**src/hw/rtl/pbce_pkg.sv**
```systemverilog
// Shared constants and character class helpers for the byte-count line scanner.
package pbce_pkg;

   // Fixed widths of the beat fields
   localparam int unsigned DataW  = 8;
   localparam int unsigned CountW = 48;

   // Characters of the pattern
   localparam logic [DataW-1:0] CharOpen  = 8'h28;  // '('
   localparam logic [DataW-1:0] CharZero  = 8'h30;  // '0'
   localparam logic [DataW-1:0] CharNine  = 8'h39;  // '9'
   localparam logic [DataW-1:0] CharB     = 8'h62;  // 'b'
   localparam logic [DataW-1:0] CharY     = 8'h79;  // 'y'
   localparam logic [DataW-1:0] CharT     = 8'h74;  // 't'
   localparam logic [DataW-1:0] CharE     = 8'h65;  // 'e'
   localparam logic [DataW-1:0] CharSpace = 8'h20;
   localparam logic [DataW-1:0] CharTab   = 8'h09;  // first of tab .. carriage return
   localparam logic [DataW-1:0] CharCr    = 8'h0d;
   localparam logic [DataW-1:0] CharUpA   = 8'h41;
   localparam logic [DataW-1:0] CharUpZ   = 8'h5a;
   localparam logic [DataW-1:0] CaseBit   = 8'h20;

   // Space, tab, line feed, vertical tab, form feed, carriage return
   function automatic logic is_space(input logic [DataW-1:0] c);
      return (c == CharSpace) || ((c >= CharTab) && (c <= CharCr));
   endfunction

   function automatic logic is_digit(input logic [DataW-1:0] c);
      return (c >= CharZero) && (c <= CharNine);
   endfunction

   // ASCII-only fold to lower case
   function automatic logic [DataW-1:0] to_lower(input logic [DataW-1:0] c);
      return ((c >= CharUpA) && (c <= CharUpZ)) ? (c | CaseBit) : c;
   endfunction

   // Control for one scanner step
   typedef struct packed {
      logic step;
      logic last;
   } scan_ctl_type;

endpackage

```
**src/hw/rtl/pbce_scan.sv**
```systemverilog
// Pattern phase machine and saturating decimal accumulator, one character per step.
module pbce_scan #(
   parameter int unsigned VALUE_BITS = 48
) (
   input  logic                        clock,
   input  logic                        reset,
   input  pbce_pkg::scan_ctl_type      ctl,
   input  logic [pbce_pkg::DataW-1:0]  data_byte,
   output logic                        found,
   output logic [VALUE_BITS-1:0]       value
);

   typedef enum logic [2:0] {
      PH_SEEK, PH_OPENED, PH_DIGITS, PH_AFTERNUM,
      PH_GOT_B, PH_GOT_Y, PH_GOT_T, PH_DONE
   } phase_type;

   phase_type             phase_ff, phase_in, phase_nxt, seek_ph;
   logic [VALUE_BITS-1:0] accum_ff, accum_in, accum_nxt, accum_mac;
   logic [VALUE_BITS+3:0] mac_wide;
   logic [3:0]            digit;
   logic [pbce_pkg::DataW-1:0] lc;
   logic                  ws, dig;

   assign lc    = pbce_pkg::to_lower(data_byte);
   assign ws    = pbce_pkg::is_space(data_byte);
   assign dig   = pbce_pkg::is_digit(data_byte);
   assign digit = data_byte[3:0];

   // Retry the failing character as a possible open parenthesis
   assign seek_ph = (data_byte == pbce_pkg::CharOpen) ? PH_OPENED : PH_SEEK;

   // Multiply by ten as two shifts and add, saturate on carry out
   assign mac_wide = ({4'b0000, accum_ff} << 3) + ({4'b0000, accum_ff} << 1)
                   + {{VALUE_BITS{1'b0}}, digit};
   assign accum_mac = (|mac_wide[VALUE_BITS+3:VALUE_BITS]) ? {VALUE_BITS{1'b1}}
                                                           : mac_wide[VALUE_BITS-1:0];

   // Next phase and accumulator for the current character
   always_comb begin
      phase_nxt = phase_ff;
      accum_nxt = accum_ff;
      unique case (phase_ff)
         PH_SEEK: begin
            phase_nxt = seek_ph;
         end
         PH_OPENED: begin
            if (ws) begin
               phase_nxt = PH_OPENED;
            end else if (dig) begin
               accum_nxt = {{(VALUE_BITS-4){1'b0}}, digit};
               phase_nxt = PH_DIGITS;
            end else begin
               phase_nxt = seek_ph;
            end
         end
         PH_DIGITS: begin
            if (dig) begin
               accum_nxt = accum_mac;
            end else if (ws) begin
               phase_nxt = PH_AFTERNUM;
            end else if (lc == pbce_pkg::CharB) begin
               phase_nxt = PH_GOT_B;
            end else begin
               phase_nxt = seek_ph;
            end
         end
         PH_AFTERNUM: begin
            if (ws) begin
               phase_nxt = PH_AFTERNUM;
            end else if (lc == pbce_pkg::CharB) begin
               phase_nxt = PH_GOT_B;
            end else begin
               phase_nxt = seek_ph;
            end
         end
         PH_GOT_B: begin
            phase_nxt = (lc == pbce_pkg::CharY) ? PH_GOT_Y : seek_ph;
         end
         PH_GOT_Y: begin
            phase_nxt = (lc == pbce_pkg::CharT) ? PH_GOT_T : seek_ph;
         end
         PH_GOT_T: begin
            phase_nxt = (lc == pbce_pkg::CharE) ? PH_DONE : seek_ph;
         end
         PH_DONE: begin
            phase_nxt = PH_DONE;
         end
         default: begin
            phase_nxt = seek_ph;
         end
      endcase
   end

   // Report on the last character of the line
   assign found = (phase_nxt == PH_DONE);
   assign value = found ? accum_nxt : '0;

   // Advance on a step, rearm at line end
   always_comb begin
      phase_in = phase_ff;
      accum_in = accum_ff;
      if (ctl.step) begin
         if (ctl.last) begin
            phase_in = PH_SEEK;
            accum_in = '0;
         end else begin
            phase_in = phase_nxt;
            accum_in = accum_nxt;
         end
      end
   end

   always_ff @(posedge clock) begin
      if (reset) begin
         phase_ff <= PH_SEEK;
         accum_ff <= '0;
      end else begin
         phase_ff <= phase_in;
         accum_ff <= accum_in;
      end
   end

endmodule

```
**src/hw/rtl/paren_byte_count_extract.sv**
```systemverilog
// Top level of the parenthesized byte-count line scanner.
//
//   channel | direction | ports                               | beat
//   req     | in        | req_valid/ready, data_byte, is_last | one character of a line
//   rsp     | out       | rsp_valid/ready, found, byte_count  | one per line, on its last char
//
// One character enters per cycle while req_ready is high; it is held in the input register
// and scanned there, and a line's result is then loaded into the output register for rsp_valid.
// The scan step is one phase update plus a multiply-by-ten add of the accumulator.
// A stalled result holds in the output register; only a last character then waits.
// Reset is synchronous and returns the scan to seeking an open parenthesis.
module paren_byte_count_extract #(
   parameter int unsigned VALUE_BITS = 48
) (
   input  logic                          clock,
   input  logic                          reset,
   input  logic                          req_valid,
   output logic                          req_ready,
   input  logic [pbce_pkg::DataW-1:0]    req_data_byte,
   input  logic                          req_is_last,
   output logic                          rsp_valid,
   input  logic                          rsp_ready,
   output logic                          rsp_found,
   output logic [pbce_pkg::CountW-1:0]   rsp_byte_count
);

   logic                         in_valid_ff, in_valid_in;
   logic [pbce_pkg::DataW-1:0]   in_byte_ff;
   logic                         in_last_ff;
   logic                         rsp_valid_ff, rsp_valid_in;
   logic                         rsp_found_ff;
   logic [pbce_pkg::CountW-1:0]  rsp_count_ff;
   logic                         step, req_take;
   pbce_pkg::scan_ctl_type       ctl;
   logic                         scan_found;
   logic [VALUE_BITS-1:0]        scan_value;
   logic [pbce_pkg::CountW-1:0]  scan_count;

   // Scan the held character unless a line result would overrun a stalled one
   assign step      = in_valid_ff && (!in_last_ff || !rsp_valid_ff || rsp_ready);
   assign req_ready = !in_valid_ff || step;
   assign req_take  = req_valid && req_ready;
   assign ctl       = '{step: step, last: in_last_ff};

   pbce_scan #(.VALUE_BITS(VALUE_BITS)) u_scan (
      .clock     (clock),
      .reset     (reset),
      .ctl       (ctl),
      .data_byte (in_byte_ff),
      .found     (scan_found),
      .value     (scan_value)
   );

   // Fit the accumulator into the fixed count field
   generate
      if (VALUE_BITS >= pbce_pkg::CountW) begin : g_trunc
         assign scan_count = scan_value[pbce_pkg::CountW-1:0];
      end else begin : g_ext
         assign scan_count = {{(pbce_pkg::CountW-VALUE_BITS){1'b0}}, scan_value};
      end
   endgenerate

   // Input register: load on accept, drop once scanned
   assign in_valid_in = req_take ? 1'b1 : (step ? 1'b0 : in_valid_ff);

   // Output register: load on a line end, drop once taken
   assign rsp_valid_in = (step && in_last_ff) ? 1'b1 : (rsp_ready ? 1'b0 : rsp_valid_ff);

   always_ff @(posedge clock) begin
      if (reset) begin
         in_valid_ff  <= 1'b0;
         rsp_valid_ff <= 1'b0;
      end else begin
         in_valid_ff  <= in_valid_in;
         rsp_valid_ff <= rsp_valid_in;
      end
   end

   always_ff @(posedge clock) begin
      if (req_take) begin
         in_byte_ff <= req_data_byte;
         in_last_ff <= req_is_last;
      end
      if (step && in_last_ff) begin
         rsp_found_ff <= scan_found;
         rsp_count_ff <= scan_count;
      end
   end

   assign rsp_valid      = rsp_valid_ff;
   assign rsp_found      = rsp_found_ff;
   assign rsp_byte_count = rsp_count_ff;

   // A line end that is scanned always leaves a result ready
   a_last_gives_rsp: assert property (@(posedge clock) disable iff (reset)
      (step && in_last_ff) |=> rsp_valid)
      else $error("line end scanned without a result");

   // A held character that cannot step stays put
   a_in_hold: assert property (@(posedge clock) disable iff (reset)
      (in_valid_ff && !step) |=> (in_valid_ff && $stable(in_byte_ff) && $stable(in_last_ff)))
      else $error("input register changed while stalled");

   // No match reports a zero count
   a_zero_when_absent: assert property (@(posedge clock) disable iff (reset)
      (rsp_valid && !rsp_found) |-> (rsp_byte_count == '0))
      else $error("count nonzero without a match");

endmodule

```
**config.mk**
```make
export PLATFORM = sky130hd
export DESIGN_NAME = paren_byte_count_extract
export DESIGN_NICKNAME = d
export VERILOG_FILES = /design/src/hw/rtl/pbce_pkg.sv /design/src/hw/rtl/pbce_scan.sv /design/src/hw/rtl/paren_byte_count_extract.sv
export SDC_FILE = /design/constraint.sdc
export NUM_CORES = 1
export LEC_CHECK = 0
export BUFFER_PORTS_ARGS = -buffer_cell sky130_fd_sc_hd__buf_2
export CAP_MARGIN = 5
export CORE_MARGIN = 10
export CORE_UTILIZATION = 57
export CTS_CLUSTER_DIAMETER = 50
export DETAILED_ROUTE_END_ITERATION = 10
export PLACE_DENSITY = 0.87
export SYNTH_ARGS = -nofsm -noshare
export SYNTH_HDL_FRONTEND = slang
export SYNTH_SLANG_ARGS = --single-unit
```
**constraint.sdc**
```tcl
create_clock -name clock -period 6 [get_ports clock]
set_input_delay 0.3 -clock clock [delete_from_list [all_inputs] [get_ports clock]]
set_output_delay 0.3 -clock clock [all_outputs]
set_load 0.005 [all_outputs]
```
# ---- After elaboration in Yosys (flattened, before gate mapping)
# Index checks and enable logic that the tools add are counted.
# W data, S select, Z words.
dict set report totals {
  ff_bits 111
  output_inout_bits 51
  elab_cells 69
}
dict set report op_classes {
  addsub 2
  order_cmp 6
  n_eq_ne 14
  mux 22
  reduce_logical 17
}
# operator count
set op_table {}
lappend op_table {{$mux W48} 5}
lappend op_table {{$pmux W48 S2} 1}
lappend op_table {{$add A51 B49 Y52} 1}
lappend op_table {{$add A52 B4 Y52} 1}
lappend op_table {{$eq A8 B7 Y1 const B} 4}
lappend op_table {{$mux W3} 9}
lappend op_table {{$pmux W3 S8} 1}
lappend op_table {{$eq A8 B6 Y1 const B} 2}
lappend op_table {{$eq A3 B3 Y1 const B} 5}
lappend op_table {{$ge A8 B4 Y1 const B} 1}
lappend op_table {{$ge A8 B6 Y1 const B} 1}
lappend op_table {{$ge A8 B7 Y1 const B} 1}
lappend op_table {{$le A8 B4 Y1 const B} 1}
lappend op_table {{$le A8 B6 Y1 const B} 1}
lappend op_table {{$le A8 B7 Y1 const B} 1}
lappend op_table {{$eq A3 B2 Y1 const B} 2}
lappend op_table {{$logic_and A1 B1 Y1} 6}
lappend op_table {{$mux W6} 1}
lappend op_table {{$mux W1} 5}
lappend op_table {{$logic_or A1 B1 Y1} 4}
lappend op_table {{$reduce_bool A2 Y1} 2}
lappend op_table {{$reduce_or A4 Y1} 1}
lappend op_table {{$eq A3 B1 Y1 const B} 1}
lappend op_table {{$logic_not A1 Y1} 3}
lappend op_table {{$logic_not A3 Y1} 1}

# ---- Depth between registers and ports, before layout
# Gate-level depths: netlist of run 1.
dict set report logic_depth {
  depth_word 9
  depth_mapped 16
}

# ---- Modules after synthesis
# A second synthesis of run 1 with hierarchy kept.
dict set report unflattened {
  cells_unflattened 995
  area_unflattened_um2 8464.4
}
# mod instances cells_each area_per_inst_um2
set modules_own_cells {}
lappend modules_own_cells {pbce_scan 1 925 6618.8}
lappend modules_own_cells {paren_byte_count_extract 1 70 1845.5}

# ---- Least setup slack after synthesis of run 1
# OpenSTA, ideal clock, no wires.
dict set report synth_path {
  path_type {register to register}
  start {register in_byte_ff[3] in the netlist's numbering}
  end {register u_scan.accum_ff[44]}
  setup_time_ns 0.118
  arrival_ns 4.084
  setup_slack_ns 1.798
  path_stages_with_launch 16
  period_less_slack_ns 4.202
  path_cell_list {edfxtp_1 fa_1 inv_1 fa_1 nand2b_1 a21o_1 a31o_2 o211ai_2 a31oi_2 o41ai_1 mux2_2 or3_1 buf_2 buf_6 a211oi_2 nor2_1}
}
dict set report synth_via {
  elab_chain_len 6
  word_cells_on_any_way 16
  classes_between {1 x add/sub; 4 x order compare; 1 x eq/ne; 6 x mux; 4 x reduce/logical}
}
# element line
set synth_lines {}
lappend synth_lines {{start, declared} paren_byte_count_extract.sv:28} ;# logic [pbce_pkg::DataW-1:0] in_byte_ff;
lappend synth_lines {{start signal, assigned} paren_byte_count_extract.sv:81} ;# in_byte_ff <= req_data_byte;
lappend synth_lines {{$add A52 B4 Y52 (tied with other cells)} pbce_scan.sv:35} ;# + {{VALUE_BITS{1'b0}}, digit};
lappend synth_lines {{$reduce_or A4 Y1 (tied with other cells)} pbce_scan.sv:36} ;# assign accum_mac = (|mac_wide[VALUE_BITS+3:VALUE_BITS]) ? {VALUE_BITS{1'b1}}
lappend synth_lines {{$mux W48 (tied with other cells)} pbce_scan.sv:36}
lappend synth_lines {{$mux W48, on equally long branches} {pbce_scan.sv:58, pbce_scan.sv:48}}
lappend synth_lines {{$pmux W48 S2 *} pbce_scan.sv:43} ;# unique case (phase_ff)
lappend synth_lines {{$mux W48 *} pbce_scan.sv:104} ;# if (ctl.last) begin
lappend synth_lines {{end signal, assigned} pbce_scan.sv:120} ;# accum_ff <= accum_in;
lappend synth_lines {{end, declared} pbce_scan.sv:19} ;# logic [VALUE_BITS-1:0] accum_ff, accum_in, accum_nxt, accum_mac;
# Mark *: on every way between the ends. The rest lies on a longest branch, timed or not.
# A chain may end at the register's enable or synchronous reset.

# ---- Worst setup path in the final report of run 1
dict set report layout_path {
  start {register in_byte_ff[3] in the netlist's numbering}
  end {register u_scan.accum_ff[36]}
}
# The elaborated chain is that of the path after synthesis.

==> run metrics, run 1 <==
syn_nets 1089; largest family of logic cells by synthesized area compound AO/OA/AOI/OAI gates; fraction of layout cells with a size suffix above 1 0.1146; TNS Setup 0 ns; port bufs 63; Clock power frac 0.410; Setup Skew 0.01216 ns; Post-DRT Antenna Nets 0; max_cap viols 0; gr usage total 0.2262; Unique masters post-synth 77; Async SR Flop Fraction 0; count of final setup violators 0; first-pass GRT wire length 37750 um; Seq pwr share 0.556; number of nets in the layout 1117; Post-Synth Simple-Gate Area 0.1864; P_sw 349.3 uW; drt drc 0; crit path DAT 5.27 ns; Gate power share 0.034; vias in the first global route 7415; Iter 0 DRT Violations 974; Worst-Skew Late Latency 0.37 ns; pin count of the biggest net entering global routing 35; HP Class input port to flip-flop; Cell Area, Synth 8443 sq um; total congestion overflow 0; PostCTS Resize Cnt 0; gp weighted congestion 1.057; Post-Synthesis Cells 979; LEAKAGE 3.888 nW; ANT cells 0; die width 141.7 um; fin cells 1196; VDD IR max 0.0001593 V; status finished, final reports clean; DP Wirelength 17510 um; Cell Rows 44; EDFF count, synth 58; CTS clock-pin slew for the worst setup and hold paths 0.08 ns; CP required 6.26 ns; I/O Pins 64; Initial Utilization 0.5809; Final Max Slew Viols 0; Mean Syn Cell Area 8.624 sq um; initial antenna violation count 0; Synth Register Bits 111; Tcrit/Tclk final 0.8357; CP Max Fanout 13; Setup Buffers After CTS 0; die height 141.7 um; Compound-Gate Fraction of Synth Area 0.2503; worst slew pin tran 1.246 ns; Max-slew headroom 0.1663; CTS max path bufs 2; Final min period 5.014 ns; routed len/inst 19.67 um; CP endpoint kind flip-flop; placed cells 1180; Std-Cell Core Area 14530 sq um; Final Hold Violating Endpoints 0; Area growth syn-to-layout 7.780%; vias after detailed routing 7905; Pre-antenna DRT Iters 8; Worst setup SP type flip-flop; Post-Synth XOR/XNOR Area 0.04357; Total Wirelength 23530 um; Clock Sinks 111; Hold-fix buffers, CTS 0; switching share of power 0.2394; Synth Area in Adders 0.1455; Root Driver clkbuf_16; Yosys warnings 0; Seq/Total Area, Yosys 0.3320; mux contribution to synthesized area 0.002519; vias per inst 6.610; Fill cells 1194; unrepaired setup endpoints after global routing false; P_int 1.110 mW; Max Fclk 199.4 MHz; H-tree depth 3; Post-synth top flop edfxtp_1; cts bufs inserted 9; CTS tree done; die area 20080 sq um; Pwr Density 160.4 nW/um^2; crit path kind flip-flop to flip-flop
-- synthesized netlist by cell type (9+ instances only) --
cell type,count,area share
nor2_1,129,0.057
ha_1,95,0.14
a21oi_1,78,0.046
o21ai_0,77,0.046
nand2_1,71,0.032
edfxtp_1,58,0.21
dfxtp_1,53,0.13
clkbuf_1,35,0.016
xnor2_1,30,0.031
inv_1,26,0.012
nor3_1,19,0.011
a21o_1,18,0.016
a31oi_1,17,0.013
a211oi_1,16,0.014
and2_1,16,0.012
nand3_1,16,0.0095
o31ai_1,14,0.012
buf_2,13,0.0077
a22o_1,12,0.012
nand4_1,12,0.0089
o211ai_1,12,0.011
xor2_1,12,0.012
and3_1,9,0.0067
nand2b_1,9,0.0067
nor2b_1,9,0.0067
-- power groups by stage --
| stage | clock network, mW | registers [mW] | logic (mW) |
|---|---|---|---|
| after global routing | 0.627 | 0.814 | 0.0538 |
| after detailed placement | 0 | 0.829 | 0.0483 |
| after global placement | 0 | 0.829 | 0.0471 |
| after floorplan | 0 | 0.827 | 0.0287 |
| after CTS | 0.600 | 0.812 | 0.0486 |
| final | 0.598 | 0.812 | 0.0490 |
-- critical path, stage by stage, from the launching register on --
cell and delay (ns):
edfxtp_1 0.54, fa_1 0.61, inv_1 0.06, fa_1 0.45, nand2b_1 0.18, a21o_1 0.19, a31o_2 0.25, o211ai_2 0.29
a31oi_2 0.21, o41ai_1 0.42, mux2_2 0.45, nor3_2 0.73, a31oi_1 0.23, a22o_1 0.29
-- sequential cells by signal, summed over array words and instances (netlist names) --
signal and cells:
in_valid_ff 1, rsp_found 1, u_scan.accum_ff 48, in_byte_ff 8, in_last_ff 1, rsp_valid 1, rsp_byte_count 48, u_scan.phase_ff 3
-- logic make-up (layout without fill, tap and decap cells) --
family,Yosys count,after routing
AOI/OAI and AO/OA,317,317
xor gates and xnor gates,42,42
adders and majority gates,97,97
buffers and inverters,79,112
DFF,111,111
muxes,2,2
and+or+nand+nor,331,331
-- cell usage in the layout, fill, tap and decap left out, drive strengths merged, types with 12 or more instances in the layout --
master	count
nor2	129
ha	95
o21ai	82
a21oi	79
nand2	71
buf	70
edfxtp	58
dfxtp	53
xnor2	30
inv	28
nor3	21
a211oi	20
a21o	18
a31oi	18
and2	18
nand3	16
o31ai	16
o211ai	14
nand4	12
xor2	12
a22o	12
-- final cells by class --
class,instances,area (sq um),share of cell area
Timing Repair Buffer,70,367.9,0.04042
Sequential cell,111,2803,0.3080
Clock inverter,7,67.56,0.007425
Clock buffer,9,225.2,0.02475
Multi-Input combinational cell,789,5309,0.5834
Tap cell,184,230.2,0.02530
Inverter,26,97.59,0.01072
-- layer usage --
metal | track usage | part of all wire | up-vias
met2 | 0.3446 | 0.45 | 420
met5 | 0 | 0 | -
met4 | 0.1022 | 0.035 | 0
met3 | 0.04673 | 0.097 | 77
met1 | 0.3017 | 0.42 | 3709
li1 | - | - | 3699
-- final timing paths --
kind / from / end / slack, ns / cells past startpoint
max: in_byte_ff[3]$_DFFE_PP_ / u_scan.accum_ff[36]$_SDFFE_PP0P_ / 0.99 / 13
min: req_data_byte[4] / in_byte_ff[4]$_DFFE_PP_ / 0.11 / 1
max reg2reg: in_byte_ff[3]$_DFFE_PP_ / u_scan.accum_ff[36]$_SDFFE_PP0P_ / 0.99 / 13
min reg2reg: u_scan.accum_ff[40]$_SDFFE_PP0P_ / u_scan.accum_ff[40]$_SDFFE_PP0P_ / 0.51 / 2
-- stage by stage --
stage	power [mW]	hold WS, ns	area (sq um)	utilization	setup slack [ns]
after floorplan	0.8559	0.3989	8443	-	1.798
after global placement	0.8760	0.4774	8807	0.6060	1.274
after detailed placement	0.8777	0.4798	8807	0.6060	1.091
after CTS	1.461	0.1079	9100	0.6261	1.001
after global routing	1.494	0.1098	9100	0.6261	0.6447
final	1.459	0.1065	9100	0.6261	0.9857
Note: power is estimated with default switching activity, not from simulation.
==> inputs of run 2 (changes only) <==
- ABC_AREA: unset -> 1
- PLACE_DENSITY: 0.87 -> 0.86
- clock period: 6 -> 4.65 ns (I/O delays scaled with it)
==> run metrics, run 2 <==
CP required 4.72 ns (-1.54 ns); die width 155.2 um (+9.5%); Synth area leader nand2_1; worst hold start req_data_byte[7]; Setup Skew 0.008905 ns (-0.003251 ns); Synth Register Bits 111 (unchanged); Final min period 3.950 ns (-1.064 ns); Worst Hold Slack 0.03830 ns (-0.06819 ns); Pre-antenna DRT Iters 5 (-3); Post-DRT Antenna Nets 0 (unchanged); slowest stage delay, CP 0.56 ns (-0.17 ns); DP Wirelength 23380 um (+34%); PostCTS Resize Cnt 0 (unchanged); Final Hold Violating Endpoints 0 (unchanged); drt drc 0 (unchanged); unrepaired setup endpoints after global routing false; die height 155.2 um (+9.5%); crit-path cells buf_4 > fa_1 > inv_1 > fa_1 > inv_1 > nand2_1 > nand2_1 > nand3_1 > nand2_1 > nand2_1 > nand2_2 > nand2_1 > nand4_1 > nand2_2 > nor2_4 > buf_4 > nand3_1 > nand2_1 > a21oi_1; placed cells 1884 (+60%); P_sw 468.1 uW (+34%); Top cell by count, worst path nand2_1; Setup Buffers After CTS 0 (unchanged); Yosys warnings 0 (unchanged); initial antenna violation count 0 (unchanged); crit path DAT 4.02 ns (-1.25 ns); ANT cells 0 (unchanged); gr usage total 0.2523 (+0.02604); Worst path slowest cell fa_1; I/O Pins 64 (unchanged); syn_nets 1741 (+60%); H-tree depth 3 (unchanged); LEAKAGE 5.594 nW (+44%); die area 24090 sq um (+20%); synth top area cells nand2_1 (19%), edfxtp_1 (17%), ha_1 (11%), dfxtp_1 (10%), inv_1 (7.2%); TNS Setup 0 ns (unchanged); Worst setup SP type flip-flop; fin cells 1900 (+59%); Hold-fix buffers, CTS 0 (unchanged); vias in the first global route 9966 (+34%); switching share of power 0.2398 (+0.0004775); CTS clock-pin slew for the worst setup and hold paths 0.08 ns (about the same); Unique masters post-synth 45 (-42%); port bufs 63 (unchanged); share of the synthesized area in the top cell type 0.1945 (-0.01176); power consumption 1.952 mW (+34%); VDD IR max 0.0002419 V (+52%); Hold Path Depth 1 (unchanged); EDFF count, synth 58 (unchanged); vias after detailed routing 10.54k (+33%); Std-Cell Core Area 17960 sq um (+24%); grt peak-use layer met2; Seq pwr share 0.532 (-0.024); fraction of layout cells with a size suffix above 1 0.09814 (-0.01648); worst slew pin tran 1.188 ns (-0.05830 ns); Max-slew headroom 0.2071 (+0.04079); cts bufs inserted 9 (unchanged); Post-synth top flop edfxtp_1; Gate power share 0.040 (+0.006); CP Max Fanout 20 (+7); total congestion overflow 0 (unchanged); Pwr Density 174.9 nW/um^2 (+9.0%); vias per inst 5.549 (-16%); Hold Path Sink in_byte_ff[7]$_DFFE_PP_; commonest non-fill, non-tap cell in the layout nand2_1; number of nets in the layout 1776 (+59%); Post-Synthesis Cells 1631 (+67%); pin count of the biggest net entering global routing 60 (+71%); RR Endpoint rsp_byte_count[10]$_SDFFCE_PN0P_; CTS max path bufs 2 (unchanged); GR Util met2 0.4323 (+0.08778); Seq/Total Area, Yosys 0.2690 (-0.06298); HP Class input port to flip-flop; commonest non-fill, non-tap cells in the layout nand2_1 (539), inv_1 (198), nor2_1 (185); Global Route met3 Usage 0.04246 (-0.004270); R2R Setup Slk 0.70 ns (-0.29 ns); CTS tree done; max_cap viols 0 (unchanged); Initial Utilization 0.5801 (-0.0008574); gp weighted congestion 0.9852 (-6.8%); Reg2Reg Depth 19 (+6); routed len/inst 16.21 um (-18%); status finished, final reports clean; GRT met1 Usage 0.3179 (+0.01621); Iter 0 DRT Violations 881 (-9.5%); crit path kind flip-flop to flip-flop; most common cell in the netlist nand2_1; CP endpoint kind flip-flop; Root Driver clkbuf_16; Fill cells 1709 (+43%); r2r startpoint in_byte_ff[3]$_DFFE_PP_; Async SR Flop Fraction 0 (unchanged); Max Fclk 253.2 MHz (+27%); Total Wirelength 30800 um (+31%); count of final setup violators 0 (unchanged); Tcrit/Tclk final 0.8495 (+0.01374); Cell Rows 49 (+11%); Clock power frac 0.428 (+0.018); P_int 1.484 mW (+34%); top cells by instance count after synthesis nand2_1 (540), inv_1 (199), nor2_1 (186), a21oi_1 (147), nand3_1 (107); first-pass GRT wire length 49620 um (+31%); Cell Area, Synth 10420 sq um (+23%); post-layout util 0.6214 (-0.004750); Area growth syn-to-layout 7.121%; Worst-Skew Late Latency 0.36 ns (about the same); Clock Sinks 111 (unchanged); Mean Syn Cell Area 6.389 sq um (-26%); Final Max Slew Viols 0 (unchanged)
[run 2: changes by cell type after synthesis, moves of 16 or more]
cell,before,now
a211oi_1,16,0
a21o_1,18,2
a21oi_1,78,147
inv_1,26,199
nand2_1,71,540
nand3_1,16,107
nand3b_1,1,17
nor2_1,129,186
o21ai_0,77,16
xnor2_1,30,10
[run 2: cell type report]
| cell class | instances | area, sq um | share of cell area |
|---|---|---|---|
| tap | 229 | 286.5 | 0.02567 |
| clock inverter | 7 | 86.33 | 0.007735 |
| inverter | 212 | 795.8 | 0.07129 |
| clock buffer | 9 | 225.2 | 0.02018 |
| timing repair buffer | 72 | 382.9 | 0.03430 |
| sequential | 111 | 2803 | 0.2511 |
| multi-input combinational | 1260 | 6583 | 0.5897 |
[run 2: kinds of logic after synthesis]
logic type	count (synthesis)	synth area share
AO/OA/AOI/OAI	197	0.1042
adder cells (fa/ha/maj)	97	0.1179
flip-flops	111	0.2690
XOR/XNOR	24	0.02017
AND/OR/NAND/NOR	942	0.3884
buffers and inverters	260	0.1003
[run 2: per-stage QoR]
| stage | setup WS, ns | area [sq um] |
|---|---|---|
| floorplan | 1.509 | 10420 |
| global placement | 0.9212 | 10850 |
| detailed placement | 0.7491 | 10850 |
| CTS | 0.7284 | 11160 |
| global route | 0.4524 | 11160 |
| finish | 0.7000 | 11160 |
[run 2: metal layers]
layer | vias to the layer above | wire, um
li1 | 5322 | -
met1 | 4819 | 13380
met2 | 352 | 14740
met3 | 50 | 2054
met4 | 0 | 622
met5 | - | 0
[run 2: power by group through the flow]
stage	Clock [mW]	Combinational, mW	Sequential (mW)
after global routing	0.879	0.0867	1.04
final	0.836	0.0775	1.04
after detailed placement	0	0.0772	1.06
after CTS	0.849	0.0773	1.04
after floorplan	0	0.0512	1.06
after global placement	0	0.0755	1.06
[run 2: critical path, delay by kind of cell, from the launching register on]
kind | cells | cell delay (ns)
simple gates | 12 | 1.46
fa+ha+maj | 2 | 0.99
buf+inv | 4 | 0.75
flops | 1 | 0.36
compound gates | 1 | 0.08
[run 2: how the worst max path moves through the flow]
stage / from / to / slack (ns) / cells past startpoint
final: in_byte_ff[3]$_DFFE_PP_ / rsp_byte_count[10]$_SDFFCE_PN0P_ / 0.70 / 19
after global routing: in_byte_ff[3]$_DFFE_PP_ / rsp_byte_count[16]$_SDFFCE_PN0P_ / 0.45 / 19
after CTS: in_byte_ff[3]$_DFFE_PP_ / rsp_byte_count[10]$_SDFFCE_PN0P_ / 0.73 / 19
after detailed placement: in_byte_ff[3]$_DFFE_PP_ / rsp_byte_count[10]$_SDFFCE_PN0P_ / 0.75 / 19
after global placement: in_byte_ff[3]$_DFFE_PP_ / rsp_byte_count[15]$_SDFFCE_PN0P_ / 0.92 / 19
after floorplan: in_byte_ff[3]$_DFFE_PP_ / rsp_byte_count[32]$_SDFFCE_PN0P_ / 1.51 / 19
==> inputs of run 3 (changes only) <==
- PLACE_DENSITY: 0.86 -> 0.89
- clock period: 4.65 -> 3.4 ns (I/O delays scaled with it)
==> run metrics, run 3 (synthesis results as in run 2) <==
vias per inst 5.578 (+0.53%); count of final setup violators 0 (unchanged); status finished, final reports clean; Iter 0 DRT Violations 745 (-15%); port bufs 63 (unchanged); crit path kind flip-flop to flip-flop; Initial Utilization 0.5801 (unchanged); Pwr Density 228.6 nW/um^2 (+31%); r2r startpoint in_byte_ff[3]$_DFFE_PP_; vias in the first global route 10.41k (+4.4%); Root Driver clkbuf_16; TNS Setup 0 ns (unchanged); Pre-antenna DRT Iters 5 (unchanged); Fill cells 1633 (-4.4%); total congestion overflow 0 (unchanged); cts bufs inserted 9 (unchanged); Tcrit/Tclk final 0.9506 (+0.1012); Worst Hold Slack 0.07190 ns (+0.03361 ns); ANT cells 0 (unchanged); CTS clock-pin slew for the worst setup and hold paths 0.08 ns (about the same); H-tree depth 3 (unchanged); LEAKAGE 5.751 nW (+2.8%); Clock Sinks 111 (unchanged); die height 155.2 um (unchanged); vias after detailed routing 10.73k (+1.8%); power consumption 2.644 mW (+35%); Worst-Skew Late Latency 0.37 ns (about the same); R2R Setup Slk 0.17 ns (-0.53 ns); CP endpoint kind flip-flop; Max Fclk 309.4 MHz (+22%); pin count of the biggest net entering global routing 60 (unchanged); worst hold start req_valid; initial antenna violation count 0 (unchanged); Hold Path Sink in_valid_ff$_SDFFE_PP0P_; Std-Cell Core Area 17960 sq um (unchanged); Reg2Reg Depth 20 (+1); Post-DRT Antenna Nets 0 (unchanged); CTS tree done; gr usage total 0.2530 (+0.0006962); Max-slew headroom 0.2125 (+0.005446); CP required 3.60 ns (-1.12 ns); VDD IR max 0.0003067 V (+27%); crit path DAT 3.43 ns (-0.59 ns); first-pass GRT wire length 50490 um (+1.8%); placed cells 1894 (+0.53%); RR Endpoint u_scan.accum_ff[10]$_SDFFE_PP0P_; HP Class input port to flip-flop; Cell Rows 49 (unchanged); Area growth syn-to-layout 11.01%; die width 155.2 um (unchanged); fraction of layout cells with a size suffix above 1 0.1221 (+0.02398); Total Wirelength 31160 um (+1.2%); commonest non-fill, non-tap cells in the layout nand2_1 (535), inv_1 (197), nor2_1 (182); Final Hold Violating Endpoints 0 (unchanged); Hold Path Depth 3 (+2); CP Max Fanout 9 (-55%); number of nets in the layout 1800 (+1.4%); CTS max path bufs 2 (unchanged); commonest non-fill, non-tap cell in the layout nand2_1; drt drc 0 (unchanged); max_cap viols 0 (unchanged); fin cells 1924 (+1.3%); worst slew pin tran 1.181 ns (-0.006438 ns); I/O Pins 64 (unchanged); Final Max Slew Viols 0 (unchanged); die area 24090 sq um (unchanged); Setup Skew 0.01190 ns (+0.002992 ns); Final min period 3.232 ns (-0.7178 ns); Worst setup SP type flip-flop; routed len/inst 16.19 um (about the same); gp weighted congestion 0.9863 (+0.11%); DP Wirelength 23500 um (+0.55%)
-- run 3: cell count changes in the layout (fill, tap and decap cells not counted), sizes merged --
cell / before / now
nand2: 554 / 555
clkinvlp: 1 / 0
bufinv: 1 / 0
buf: 72 / 85
clkinv: 3 / 7
dlygate4sd3: 0 / 9
clkbuf: 9 / 10
inv: 214 / 212
-- run 3: power by group --
| part | switching (mW) | internal, mW | total, mW |
|---|---|---|---|
| sequential | 0.00641 | 1.41 | 1.42 |
| combinational | 0.0856 | 0.0371 | 0.123 |
| clock | 0.579 | 0.523 | 1.10 |
-- run 3: worst max-delay path, cell delays in order, from the launching register on --
cell and delay, ns:
edfxtp_1 0.42, fa_1 0.48, ha_1 0.31, nand2_1 0.06, nand2_1 0.10, nand3_1 0.10
nand2_1 0.11, nand2_1 0.11, nand2_2 0.13, nand2_1 0.13, nand3_1 0.10, nand2_1 0.09
clkinv_1 0.09, nor2_4 0.16, buf_6 0.15, buf_12 0.13, nand3_1 0.09, nand2_2 0.08
nand2_1 0.05, nand2_1 0.07, a21oi_1 0.08
-- run 3: through the flow --
step | util | instance area, sq um | worst slack (ns)
global route | 0.6439 | 11570 | -0.01364
detailed placement | 0.6124 | 11000 | 0.04764
CTS | 0.6343 | 11390 | 0.03770
finish | 0.6439 | 11570 | 0.1678
floorplan | - | 10420 | 0.2594
global placement | 0.6124 | 11000 | 0.1784
-- run 3: final cells by class --
cell class,count,area [sq um],area share
Multi-Input combinational cell,1261,6685,0.5779
Sequential cell,111,2818,0.2436
Inverter,212,795.8,0.06879
Timing Repair Buffer,95,678.2,0.05863
Tap cell,229,286.5,0.02477
Clock buffer,9,225.2,0.01947
Clock inverter,7,78.83,0.006815
-- run 3: layer usage --
layer | vias to the layer above | wire length, um | GRT usage
met1 | 4925 | 13410 | 0.3093
met5 | - | 0 | 0
met2 | 387 | 15080 | 0.4447
met3 | 51 | 1988 | 0.03943
li1 | 5370 | - | -
met4 | 0 | 680 | 0.07932
-- run 3: repair_timing --
action	4_1_cts	5_1_grt
endpoints found under the setup margin	0	96
buffers inserted	0	3
gates resized for setup	0	35
hold buffers	9	0
hold endpoints to repair	9	0
-- run 3: worst max path at each step --
stage          cells after the start                          endpoint  slack [ns]                             start
2_1_floorplan                     19  rsp_byte_count[32]$_SDFFCE_PN0P_        0.26           in_byte_ff[3]$_DFFE_PP_
3_3_place_gp                      15   rsp_byte_count[6]$_SDFFCE_PN0P_        0.18  u_scan.accum_ff[35]$_SDFFE_PP0P_
3_5_place_dp                      17  rsp_byte_count[42]$_SDFFCE_PN0P_        0.05           in_byte_ff[3]$_DFFE_PP_
4_1_cts                           17  rsp_byte_count[24]$_SDFFCE_PN0P_        0.04           in_byte_ff[3]$_DFFE_PP_
5_1_grt                           22  u_scan.accum_ff[10]$_SDFFE_PP0P_       -0.01           in_byte_ff[2]$_DFFE_PP_
6_report                          20  u_scan.accum_ff[10]$_SDFFE_PP0P_        0.17           in_byte_ff[3]$_DFFE_PP_
